[config.mk]
export PLATFORM = sky130hd
export DESIGN_NAME = selective_repeat_sender_window_flat
export DESIGN_NICKNAME = d
export VERILOG_FILES = /design/src/hw/rtl/srsw_pkg.sv /design/src/hw/rtl/srsw_if.sv /design/src/hw/rtl/selective_repeat_sender_window.sv /design/src/flat_wrapper.sv
export SDC_FILE = /design/constraint.sdc
export NUM_CORES = 1
export LEC_CHECK = 0
export BUFFER_PORTS_ARGS = -buffer_cell sky130_fd_sc_hd__clkbuf_2
export CORE_AREA = 10 10 196 198
export CTS_CLUSTER_DIAMETER = 100
export DETAILED_ROUTE_END_ITERATION = 7
export DIE_AREA = 0 0 206 208
export PLACE_DENSITY = 0.67
export SLEW_MARGIN = 20
export SYNTH_ARGS = -nofsm -noshare
export SYNTH_HDL_FRONTEND = slang
export SYNTH_SLANG_ARGS = --single-unit
[constraint.sdc]
create_clock -name clock -period 8.8 [get_ports clock]
set_input_delay 1.76 -clock clock [delete_from_list [all_inputs] [get_ports clock]]
set_output_delay 1.76 -clock clock [all_outputs]
set_load 0.01 [all_outputs]
[src/hw/rtl/srsw_pkg.sv]
// shared types and constants of the selective-repeat sender window
// no dependencies
package srsw_pkg;

   localparam int MODE_W     = 2;
   localparam int KIND_W     = 3;
   localparam int SEQ_W      = 8;
   localparam int PAY_W      = 32;
   localparam int COUNT_W    = 4;
   localparam int CSR_ADDR_W = 2;
   localparam int CSR_DATA_W = 8;

   typedef logic [MODE_W-1:0]     mode_type;
   typedef logic [KIND_W-1:0]     kind_type;
   typedef logic [CSR_ADDR_W-1:0] csr_addr_type;

   localparam mode_type MODE_SEND  = 2'd0;
   localparam mode_type MODE_ACK   = 2'd1;
   localparam mode_type MODE_TIMER = 2'd2;
   localparam mode_type MODE_NONE  = 2'd3;

   localparam kind_type KIND_TRANSMIT   = 3'd0;
   localparam kind_type KIND_REFUSED    = 3'd1;
   localparam kind_type KIND_ACKED      = 3'd2;
   localparam kind_type KIND_IGNORED    = 3'd3;
   localparam kind_type KIND_RETRANSMIT = 3'd4;

   localparam csr_addr_type CSR_WINDOW_SIZE    = 2'd0;
   localparam csr_addr_type CSR_FIRST_SEQUENCE = 2'd1;

   localparam logic [3:0] WINDOW_SIZE_RESET    = 4'd4;
   localparam logic [7:0] FIRST_SEQUENCE_RESET = 8'd1;

endpackage

[src/hw/rtl/srsw_if.sv]
// valid/ready channel interfaces: send/ack/timer requests, responses, csr writes
// depends on srsw_pkg
interface srsw_req_if import srsw_pkg::*; ();
   logic             valid;
   logic             ready;
   mode_type         mode;
   logic [PAY_W-1:0] payload;
   logic [SEQ_W-1:0] ack_number;
   logic             ack_checksum_ok;
   logic [SEQ_W-1:0] timer_sequence;

   modport source (output valid, mode, payload, ack_number, ack_checksum_ok,
                   timer_sequence, input ready);
   modport sink   (input valid, mode, payload, ack_number, ack_checksum_ok,
                   timer_sequence, output ready);
endinterface

interface srsw_rsp_if import srsw_pkg::*; ();
   logic               valid;
   logic               ready;
   kind_type           out_kind;
   logic [SEQ_W-1:0]   out_sequence;
   logic [PAY_W-1:0]   out_payload;
   logic               timer_start;
   logic               timer_stop;
   logic               window_full;
   logic [COUNT_W-1:0] window_count;

   modport source (output valid, out_kind, out_sequence, out_payload, timer_start,
                   timer_stop, window_full, window_count, input ready);
   modport sink   (input valid, out_kind, out_sequence, out_payload, timer_start,
                   timer_stop, window_full, window_count, output ready);
endinterface

interface srsw_csr_if import srsw_pkg::*; ();
   logic                  valid;
   logic                  ready;
   csr_addr_type          addr;
   logic [CSR_DATA_W-1:0] wdata;

   modport source (output valid, addr, wdata, input ready);
   modport sink   (input valid, addr, wdata, output ready);
endinterface

[src/hw/rtl/selective_repeat_sender_window.sv]
// selective-repeat arq sender window: packet buffer in a circular memory
// a request passes the pending registers, then the response registers; an ack also passes
// the slide state, where the slide loop retires the acked front entries. A new request is
// taken only in the idle state, so one transaction is in flight; a stalled response holds it
// reset: synchronous; window empty, sequence counters at first_sequence, marks cleared
// depends on srsw_pkg and srsw_if
module selective_repeat_sender_window
   import srsw_pkg::*;
#(
   parameter int WINDOW_MAX   = 8,
   parameter int SEQ_BITS     = 8,
   parameter int PAYLOAD_BITS = 32
) (
   input logic      clock,
   input logic      reset,
   srsw_req_if.sink   req_chan,
   srsw_rsp_if.source rsp_chan,
   srsw_csr_if.sink   csr_chan
);

   localparam int PTR_W = (WINDOW_MAX > 1) ? $clog2(WINDOW_MAX) : 1;
   localparam int CNT_W = $clog2(WINDOW_MAX + 1);
   localparam int CW    = (CNT_W > 4) ? CNT_W : 4;
   localparam int OW    = (SEQ_BITS > CNT_W) ? SEQ_BITS : CNT_W;

   localparam logic [1:0] ST_IDLE  = 2'd0;
   localparam logic [1:0] ST_SLIDE = 2'd1;
   localparam logic [1:0] ST_DONE  = 2'd2;

   logic [1:0]              state_ff, state_in;
   logic [3:0]              wsize_ff, wsize_in;
   logic [7:0]              first_ff, first_in;
   logic [SEQ_BITS-1:0]     next_ff, next_in;
   logic [SEQ_BITS-1:0]     base_ff, base_in;
   logic [CNT_W-1:0]        count_ff, count_in;
   logic [PTR_W-1:0]        ptr_ff, ptr_in;
   logic [WINDOW_MAX-1:0]   marks_ff, marks_in;

   kind_type                pend_kind_ff, pend_kind_in;
   logic [SEQ_BITS-1:0]     pend_seq_ff, pend_seq_in;
   logic [PAYLOAD_BITS-1:0] pend_pay_ff, pend_pay_in;
   logic                    pend_start_ff, pend_start_in;
   logic                    pend_stop_ff, pend_stop_in;

   logic                    rsp_valid_ff, rsp_valid_in;
   kind_type                rsp_kind_ff;
   logic [SEQ_W-1:0]        rsp_seq_ff;
   logic [PAY_W-1:0]        rsp_pay_ff;
   logic                    rsp_start_ff, rsp_stop_ff, rsp_full_ff;
   logic [COUNT_W-1:0]      rsp_count_ff;

   logic [PAYLOAD_BITS-1:0] mem [WINDOW_MAX];
   logic [PAYLOAD_BITS-1:0] mem_rd_ff;
   logic                    mem_we, mem_re;
   logic [PTR_W-1:0]        mem_waddr, mem_raddr;

   logic                    req_fire, csr_fire, rsp_load;
   logic [CW-1:0]           eff_window;
   logic                    full_now;
   logic [SEQ_BITS-1:0]     seq_ack, seq_tim, seq_find, offset;
   logic                    hit;
   logic [PTR_W-1:0]        idx_hit, idx_send, ptr_next;

   function automatic logic [PTR_W-1:0] wrap_idx(input logic [PTR_W-1:0] p,
                                                 input logic [PTR_W:0] a);
      logic [PTR_W:0] sum;
      sum = {1'b0, p} + a;
      if (sum >= (PTR_W+1)'(WINDOW_MAX)) begin
         sum = sum - (PTR_W+1)'(WINDOW_MAX);
      end
      return sum[PTR_W-1:0];
   endfunction

   assign req_chan.ready = (state_ff == ST_IDLE);
   assign csr_chan.ready = 1'b1;
   assign req_fire = req_chan.valid && req_chan.ready;
   assign csr_fire = csr_chan.valid && csr_chan.ready;
   assign rsp_load = (state_ff == ST_DONE) && (!rsp_valid_ff || rsp_chan.ready);

   always_comb begin
      if (wsize_ff == 4'd0) begin
         eff_window = CW'(1);
      end else if (CW'(wsize_ff) > CW'(WINDOW_MAX)) begin
         eff_window = CW'(WINDOW_MAX);
      end else begin
         eff_window = CW'(wsize_ff);
      end
   end

   assign full_now = CW'(count_ff) >= eff_window;
   assign seq_ack  = SEQ_BITS'(req_chan.ack_number);
   assign seq_tim  = SEQ_BITS'(req_chan.timer_sequence);
   assign seq_find = (req_chan.mode == MODE_ACK) ? seq_ack : seq_tim;
   assign offset   = seq_find - base_ff;
   assign hit      = OW'(offset) < OW'(count_ff);
   assign idx_hit  = wrap_idx(ptr_ff, (PTR_W+1)'(offset));
   assign idx_send = wrap_idx(ptr_ff, (PTR_W+1)'(count_ff));
   assign ptr_next = wrap_idx(ptr_ff, (PTR_W+1)'(1));

   always_comb begin
      state_in      = state_ff;
      wsize_in      = wsize_ff;
      first_in      = first_ff;
      next_in       = next_ff;
      base_in       = base_ff;
      count_in      = count_ff;
      ptr_in        = ptr_ff;
      marks_in      = marks_ff;
      pend_kind_in  = pend_kind_ff;
      pend_seq_in   = pend_seq_ff;
      pend_pay_in   = pend_pay_ff;
      pend_start_in = pend_start_ff;
      pend_stop_in  = pend_stop_ff;
      mem_we        = 1'b0;
      mem_re        = 1'b0;
      mem_waddr     = idx_send;
      mem_raddr     = idx_hit;

      unique case (state_ff)
         ST_IDLE: begin
            if (req_fire) begin
               pend_kind_in  = KIND_IGNORED;
               pend_seq_in   = '0;
               pend_pay_in   = '0;
               pend_start_in = 1'b0;
               pend_stop_in  = 1'b0;
               state_in      = ST_DONE;
               unique case (req_chan.mode)
                  MODE_SEND: begin
                     pend_seq_in = next_ff;
                     if (full_now) begin
                        pend_kind_in = KIND_REFUSED;
                     end else begin
                        mem_we             = 1'b1;
                        marks_in[idx_send] = 1'b0;
                        count_in           = count_ff + CNT_W'(1);
                        next_in            = next_ff + SEQ_BITS'(1);
                        pend_kind_in       = KIND_TRANSMIT;
                        pend_pay_in        = PAYLOAD_BITS'(req_chan.payload);
                        pend_start_in      = 1'b1;
                     end
                  end
                  MODE_ACK: begin
                     pend_seq_in = seq_ack;
                     if (req_chan.ack_checksum_ok && hit) begin
                        marks_in[idx_hit] = 1'b1;
                        pend_kind_in      = KIND_ACKED;
                        pend_stop_in      = 1'b1;
                        state_in          = ST_SLIDE;
                     end
                  end
                  MODE_TIMER: begin
                     pend_seq_in = seq_tim;
                     if (hit && !marks_ff[idx_hit]) begin
                        mem_re        = 1'b1;
                        pend_kind_in  = KIND_RETRANSMIT;
                        pend_start_in = 1'b1;
                     end
                  end
                  default: begin
                     pend_kind_in = KIND_IGNORED;
                  end
               endcase
            end
         end
         ST_SLIDE: begin
            // retire one acked front entry per cycle
            if ((count_ff != '0) && marks_ff[ptr_ff]) begin
               marks_in[ptr_ff] = 1'b0;
               ptr_in           = ptr_next;
               base_in          = base_ff + SEQ_BITS'(1);
               count_in         = count_ff - CNT_W'(1);
            end else begin
               state_in = ST_DONE;
            end
         end
         ST_DONE: begin
            if (rsp_load) begin
               state_in = ST_IDLE;
            end
         end
         default: begin
            state_in = ST_IDLE;
         end
      endcase

      if (csr_fire) begin
         unique case (csr_chan.addr)
            CSR_WINDOW_SIZE: begin
               wsize_in = csr_chan.wdata[3:0];
            end
            CSR_FIRST_SEQUENCE: begin
               first_in = csr_chan.wdata;
               if (count_ff == '0) begin
                  next_in = SEQ_BITS'(csr_chan.wdata);
                  base_in = SEQ_BITS'(csr_chan.wdata);
               end
            end
            default: begin
            end
         endcase
      end
   end

   always_comb begin
      rsp_valid_in = rsp_valid_ff && !rsp_chan.ready;
      if (rsp_load) begin
         rsp_valid_in = 1'b1;
      end
   end

   always_ff @(posedge clock) begin
      if (reset) begin
         state_ff      <= ST_IDLE;
         wsize_ff      <= WINDOW_SIZE_RESET;
         first_ff      <= FIRST_SEQUENCE_RESET;
         next_ff       <= SEQ_BITS'(FIRST_SEQUENCE_RESET);
         base_ff       <= SEQ_BITS'(FIRST_SEQUENCE_RESET);
         count_ff      <= '0;
         ptr_ff        <= '0;
         marks_ff      <= '0;
         rsp_valid_ff  <= 1'b0;
      end else begin
         state_ff      <= state_in;
         wsize_ff      <= wsize_in;
         first_ff      <= first_in;
         next_ff       <= next_in;
         base_ff       <= base_in;
         count_ff      <= count_in;
         ptr_ff        <= ptr_in;
         marks_ff      <= marks_in;
         rsp_valid_ff  <= rsp_valid_in;
      end
   end

   always_ff @(posedge clock) begin
      pend_kind_ff  <= pend_kind_in;
      pend_seq_ff   <= pend_seq_in;
      pend_pay_ff   <= pend_pay_in;
      pend_start_ff <= pend_start_in;
      pend_stop_ff  <= pend_stop_in;
      if (rsp_load) begin
         rsp_kind_ff  <= pend_kind_ff;
         rsp_seq_ff   <= SEQ_W'(pend_seq_ff);
         rsp_pay_ff   <= (pend_kind_ff == KIND_RETRANSMIT) ? PAY_W'(mem_rd_ff)
                                                            : PAY_W'(pend_pay_ff);
         rsp_start_ff <= pend_start_ff;
         rsp_stop_ff  <= pend_stop_ff;
         rsp_full_ff  <= full_now;
         rsp_count_ff <= COUNT_W'(count_ff);
      end
   end

   // packet buffer; one transaction in flight, so a read never overlaps a write
   always_ff @(posedge clock) begin
      if (mem_we) begin
         mem[mem_waddr] <= PAYLOAD_BITS'(req_chan.payload);
      end
      if (mem_re) begin
         mem_rd_ff <= mem[mem_raddr];
      end
   end

   assign rsp_chan.valid        = rsp_valid_ff;
   assign rsp_chan.out_kind     = rsp_kind_ff;
   assign rsp_chan.out_sequence = rsp_seq_ff;
   assign rsp_chan.out_payload  = rsp_pay_ff;
   assign rsp_chan.timer_start  = rsp_start_ff;
   assign rsp_chan.timer_stop   = rsp_stop_ff;
   assign rsp_chan.window_full  = rsp_full_ff;
   assign rsp_chan.window_count = rsp_count_ff;

   a_count_bound: assert property (@(posedge clock) disable iff (reset)
      CNT_W'(WINDOW_MAX) >= count_ff)
      else $error("outstanding count above window capacity");

   a_front_unacked: assert property (@(posedge clock) disable iff (reset)
      (state_ff == ST_DONE && count_ff != '0 && pend_kind_ff == KIND_ACKED)
         |-> !marks_ff[ptr_ff])
      else $error("acked entry left at window front after slide");

   a_send_counts: assert property (@(posedge clock) disable iff (reset)
      (req_fire && req_chan.mode == MODE_SEND && !full_now && !csr_fire)
         |=> (count_ff == $past(count_ff) + CNT_W'(1)))
      else $error("accepted send did not grow the window");

endmodule

[src/flat_wrapper.sv]
// flat-port wrapper written by rule: the top's interface ports become plain ports
module selective_repeat_sender_window_flat import srsw_pkg::*;
#(
   parameter int WINDOW_MAX   = 8,
   parameter int SEQ_BITS     = 8,
   parameter int PAYLOAD_BITS = 32
)
  (clock, reset, req_chan_valid, req_chan_mode, req_chan_payload, req_chan_ack_number, req_chan_ack_checksum_ok, req_chan_timer_sequence, req_chan_ready, rsp_chan_valid, rsp_chan_out_kind, rsp_chan_out_sequence, rsp_chan_out_payload, rsp_chan_timer_start, rsp_chan_timer_stop, rsp_chan_window_full, rsp_chan_window_count, rsp_chan_ready, csr_chan_valid, csr_chan_addr, csr_chan_wdata, csr_chan_ready);
  srsw_req_if req_chan_i ();
  srsw_rsp_if rsp_chan_i ();
  srsw_csr_if csr_chan_i ();
  input logic clock;
  input logic reset;
  input wire logic [$bits(req_chan_i.valid)-1:0] req_chan_valid;
  input wire logic [$bits(req_chan_i.mode)-1:0] req_chan_mode;
  input wire logic [$bits(req_chan_i.payload)-1:0] req_chan_payload;
  input wire logic [$bits(req_chan_i.ack_number)-1:0] req_chan_ack_number;
  input wire logic [$bits(req_chan_i.ack_checksum_ok)-1:0] req_chan_ack_checksum_ok;
  input wire logic [$bits(req_chan_i.timer_sequence)-1:0] req_chan_timer_sequence;
  output wire logic [$bits(req_chan_i.ready)-1:0] req_chan_ready;
  output wire logic [$bits(rsp_chan_i.valid)-1:0] rsp_chan_valid;
  output wire logic [$bits(rsp_chan_i.out_kind)-1:0] rsp_chan_out_kind;
  output wire logic [$bits(rsp_chan_i.out_sequence)-1:0] rsp_chan_out_sequence;
  output wire logic [$bits(rsp_chan_i.out_payload)-1:0] rsp_chan_out_payload;
  output wire logic [$bits(rsp_chan_i.timer_start)-1:0] rsp_chan_timer_start;
  output wire logic [$bits(rsp_chan_i.timer_stop)-1:0] rsp_chan_timer_stop;
  output wire logic [$bits(rsp_chan_i.window_full)-1:0] rsp_chan_window_full;
  output wire logic [$bits(rsp_chan_i.window_count)-1:0] rsp_chan_window_count;
  input wire logic [$bits(rsp_chan_i.ready)-1:0] rsp_chan_ready;
  input wire logic [$bits(csr_chan_i.valid)-1:0] csr_chan_valid;
  input wire logic [$bits(csr_chan_i.addr)-1:0] csr_chan_addr;
  input wire logic [$bits(csr_chan_i.wdata)-1:0] csr_chan_wdata;
  output wire logic [$bits(csr_chan_i.ready)-1:0] csr_chan_ready;
  assign req_chan_i.valid = req_chan_valid;
  assign req_chan_i.mode = req_chan_mode;
  assign req_chan_i.payload = req_chan_payload;
  assign req_chan_i.ack_number = req_chan_ack_number;
  assign req_chan_i.ack_checksum_ok = req_chan_ack_checksum_ok;
  assign req_chan_i.timer_sequence = req_chan_timer_sequence;
  assign req_chan_ready = req_chan_i.ready;
  assign rsp_chan_valid = rsp_chan_i.valid;
  assign rsp_chan_out_kind = rsp_chan_i.out_kind;
  assign rsp_chan_out_sequence = rsp_chan_i.out_sequence;
  assign rsp_chan_out_payload = rsp_chan_i.out_payload;
  assign rsp_chan_timer_start = rsp_chan_i.timer_start;
  assign rsp_chan_timer_stop = rsp_chan_i.timer_stop;
  assign rsp_chan_window_full = rsp_chan_i.window_full;
  assign rsp_chan_window_count = rsp_chan_i.window_count;
  assign rsp_chan_i.ready = rsp_chan_ready;
  assign csr_chan_i.valid = csr_chan_valid;
  assign csr_chan_i.addr = csr_chan_addr;
  assign csr_chan_i.wdata = csr_chan_wdata;
  assign csr_chan_ready = csr_chan_i.ready;
  selective_repeat_sender_window #(.WINDOW_MAX(WINDOW_MAX), .SEQ_BITS(SEQ_BITS), .PAYLOAD_BITS(PAYLOAD_BITS)) u_core (.clock(clock), .reset(reset), .req_chan(req_chan_i), .rsp_chan(rsp_chan_i), .csr_chan(csr_chan_i));
endmodule
==> impl_metrics.py <==
metrics = {
    "clock_tree": {
        "cts_root_buffer": "clkbuf_16",
        "cts_hold_buf": 0,
        "clk_path_buf_depth": 3,
        "cts.sinks": 421,
        "postCtsSetupBuffers": 0,
        "cts_tree": "yes",
        "numCtsBuffers": 42,
        "htree_levels": 2,
        "clk_latency_ps": 560,
        "clkTransAtPathRegs_ps": 60,
        "cts_resized": 0,
    },
    "critical_path": {
        "crit_slowest_cell": "fa_2",
        "critical_path_class": "in -> reg",
        "crit_buf_inv": 2,
        "crit_cells": 11,
        "end_kind": "register",
        "cpPeakStageDelay_ps": 910,
        "setup.worst_path.end": "u_core.mem_rd_ff[29]",
        "rr_startpoint": "u_core.base_ff[0]",
        "ff2ff_path_depth": 8,
        "critPathLaunchType": "input port",
        "crit_start": "req_chan_mode[1]",
        "worstPathCellList": "clkbuf_2 -> nand2b_1 -> a21boi_0 -> ha_1 -> fa_1 -> fa_2 -> mux4_2 -> mux2i_1 -> nand3b_1 -> nor3_4 -> buf_4",
        "required_ps": 8970,
        "r2r-end": "u_core.mem_rd_ff[29]",
        "arrival_ps": 6090,
        "reg2reg_slack_ps": 4700,
        "crit_family": "adder cells",
        "crit_fanout": 32,
    },
    "power_and_ir_drop": {
        "pwr-share-comb_pct": 10.8,
        "p_int_w": 0.00333,
        "power.switching_w": 0.00105,
        "power_leakage_nw": 6.59,
        "power_density_nw_per_um2": 225,
        "clkPwrFrac_pct": 37.5,
        "share_seq_of_total_power_pct": 51.6,
        "p_sw_share_pct": 24.0,
        "p_total_w": 0.00438,
        "ir_drop_mv": 0.151,
    },
    "min_path": {
        "hold_depth": 0,
        "hp-class": "reg -> reg",
    },
    "timing": {
        "relSlewSlack_pct": 24.0,
        "worst_pin_slew_ps": 1140,
        "fin_tns_setup_ps": 0,
        "skew_ps": 30.9,
        "hold_viol": 0,
        "setup_ws_ps": 2880,
        "setup_viol": 0,
        "fmax_ghz": 0.169,
        "fin_crit_sh_pct": 67.3,
        "slew_viol_final": 0,
        "fin_crit_ps": 5920,
        "rsz0062_at_grt": "false",
    },
    "placed_design": {
        "io_buffers": 117,
        "place_congestion": 0.859,
        "place_area_um2": 18200,
        "place_ws_ps": 2310,
        "place_hpwl_um": 23100,
    },
    "routing": {
        "wl_per_cell_um": 22.4,
        "drc": 0,
        "ant_nets": 0,
        "dr.pass1.iters": 5,
        "drt_iter0_markers": 949,
        "wl_um": 38900,
        "via_per_inst": 5.73,
        "vias": 9954,
    },
    "layout": {
        "syn2layout_area_growth_pct": 14.3,
        "final_common_cell": "edfxtp_1",
        "layout-drive-gt1-share_pct": 21.1,
        "layout.nets": 1345,
        "fillers": 2744,
        "final_cell_mix": "edfxtp_1 (383), clkbuf_2 (117), a22oi_1 (84)",
        "final_area_um2": 19500,
    },
    "grt": {
        "grt_pass1_wl_um": 60200,
        "antenna_found_initial": 2,
        "grt_pass1_vias": 10147,
        "gr-total-overflow": 0,
        "grt_util_all_layers_pct": 17.9,
        "grt_max_degree": 46,
    },
    "job": {
        "cap_violations": 0,
    },
    "yosys": {
        "synth_edf_count": 383,
        "yosysSeqAreaShare_pct": 72.0,
        "postSynth.asyncResetShare_pct": 0,
        "ys_types": 70,
        "synthFlopType": "edfxtp_1",
        "yosysWarnings": 0,
        "ys_ff_latch": 421,
        "mappedNetlistNets": 1218,
        "syn-cell-area_um2": 17000,
        "syn-instance-count": 1126,
        "avgSynthCellArea_um2": 15.1,
    },
    "floorplanning": {
        "design.core.area_um2": 34400,
        "die_h_um": 208,
        "start_util_pct": 49.5,
        "fp.dieW_um": 206,
        "io_pins": 119,
        "die_area_um2": 42800,
        "floorplan.rows": 68,
    },
    "run_status": {
        "status": "complete, no violations",
    },
}
-- kinds of logic after synthesis --
kind of cell,count (synthesis),share of synthesized area [%]
xor gates and xnor gates,26,1.73
other,1,0.0220
buffers and inverters,82,2.04
DFF,421,72.0
AOI/OAI and AO/OA,236,9.35
adders and majority gates,26,2.09
muxes,70,4.83
and+or+nand+nor,264,7.92
-- flip-flops by register name, indices dropped and copies added, names as in the netlist, 2 cells and up --
register                      flops
u_core.base_ff                    8
u_core.count_ff                   4
u_core.marks_ff                   8
u_core.mem                      256
u_core.mem_rd_ff                 32
u_core.next_ff                    8
u_core.pend_kind_ff               3
u_core.pend_pay_ff               32
u_core.pend_seq_ff                8
u_core.ptr_ff                     3
u_core.rsp_chan.out_kind          3
u_core.rsp_chan.out_payload      32
u_core.rsp_chan.out_sequence      8
u_core.rsp_chan.window_count      4
u_core.state_ff                   2
u_core.wsize_ff                   4
-- Yosys cell counts, types with 4 or more instances --
master / count / share of area, %
nand3_1: 22 / 0.65
nor3_2: 4 / 0.24
mux2i_1: 27 / 1.6
xnor2_1: 16 / 0.82
nand2_1: 65 / 1.4
nand2b_1: 25 / 0.92
xor2_1: 5 / 0.26
a21oi_1: 43 / 1.3
a31oi_1: 9 / 0.33
nand4_1: 22 / 0.81
o211ai_1: 4 / 0.18
nor2_1: 55 / 1.2
nor2b_1: 6 / 0.22
dfxtp_1: 38 / 4.5
a22oi_1: 84 / 3.7
buf_2: 16 / 0.47
fa_1: 4 / 0.47
mux4_2: 6 / 0.79
mux2_2: 37 / 2.4
ha_1: 22 / 1.6
o22ai_1: 5 / 0.18
edfxtp_1: 383 / 68
a221oi_1: 7 / 0.36
a311oi_1: 8 / 0.41
nor3_1: 9 / 0.26
inv_1: 24 / 0.53
and2_1: 35 / 1.3
o21bai_1: 7 / 0.31
clkbuf_1: 35 / 0.77
o21ai_0: 44 / 1.3
-- area by class of cell --
class                           instances  area, um2  share of cell area, %
Timing Repair Buffer                  141        766                   3.93
Clock inverter                         23        173                  0.887
Antenna cell                            1       2.50                 0.0129
Multi-Input combinational cell        623       4520                   23.2
Clock buffer                           50       1080                   5.55
Inverter                               24       90.1                  0.463
Sequential cell                       421      12300                   63.0
Tap cell                              455        569                   2.92
-- through the flow --
stage / cells / hold WS (ps) / util (%)
2_1_floorplan: 1126 / 400 / -
3_3_place_gp: 1664 / 401 / 53.0
3_5_place_dp: 1664 / 407 / 53.0
4_1_cts: 1737 / 420 / 56.6
5_1_grt: 1737 / 430 / 56.6
6_report: 1738 / 418 / 56.6
-- power by group through the flow --
stage	Clock, W	Combinational (W)	Sequential (W)
after floorplan	0	0.000311	0.00231
after global placement	0	0.000463	0.00230
after detailed placement	0	0.000475	0.00230
after CTS	0.00167	0.000480	0.00226
after global routing	0.00175	0.000527	0.00226
final	0.00164	0.000474	0.00226
-- worst min-delay path by stage --
stage | from | to
after floorplan | u_core.pend_seq_ff[0] | u_core.rsp_chan.out_sequence[0]
after global placement | u_core.pend_seq_ff[7] | u_core.rsp_chan.out_sequence[7]
after detailed placement | u_core.pend_seq_ff[7] | u_core.rsp_chan.out_sequence[7]
after CTS | u_core.pend_seq_ff[7] | u_core.rsp_chan.out_sequence[7]
after global routing | u_core.pend_seq_ff[3] | u_core.rsp_chan.out_sequence[3]
final | u_core.pend_seq_ff[7] | u_core.rsp_chan.out_sequence[7]
-- metal layers --
metal	track usage [%]	up-vias	part of all wire [%]
li1	-	4602	-
met1	23.5	4964	42
met2	29.9	321	50
met3	3.29	65	6.6
met4	4.82	2	1.9
met5	0	-	0.026
(Power assumes the default switching activity.)
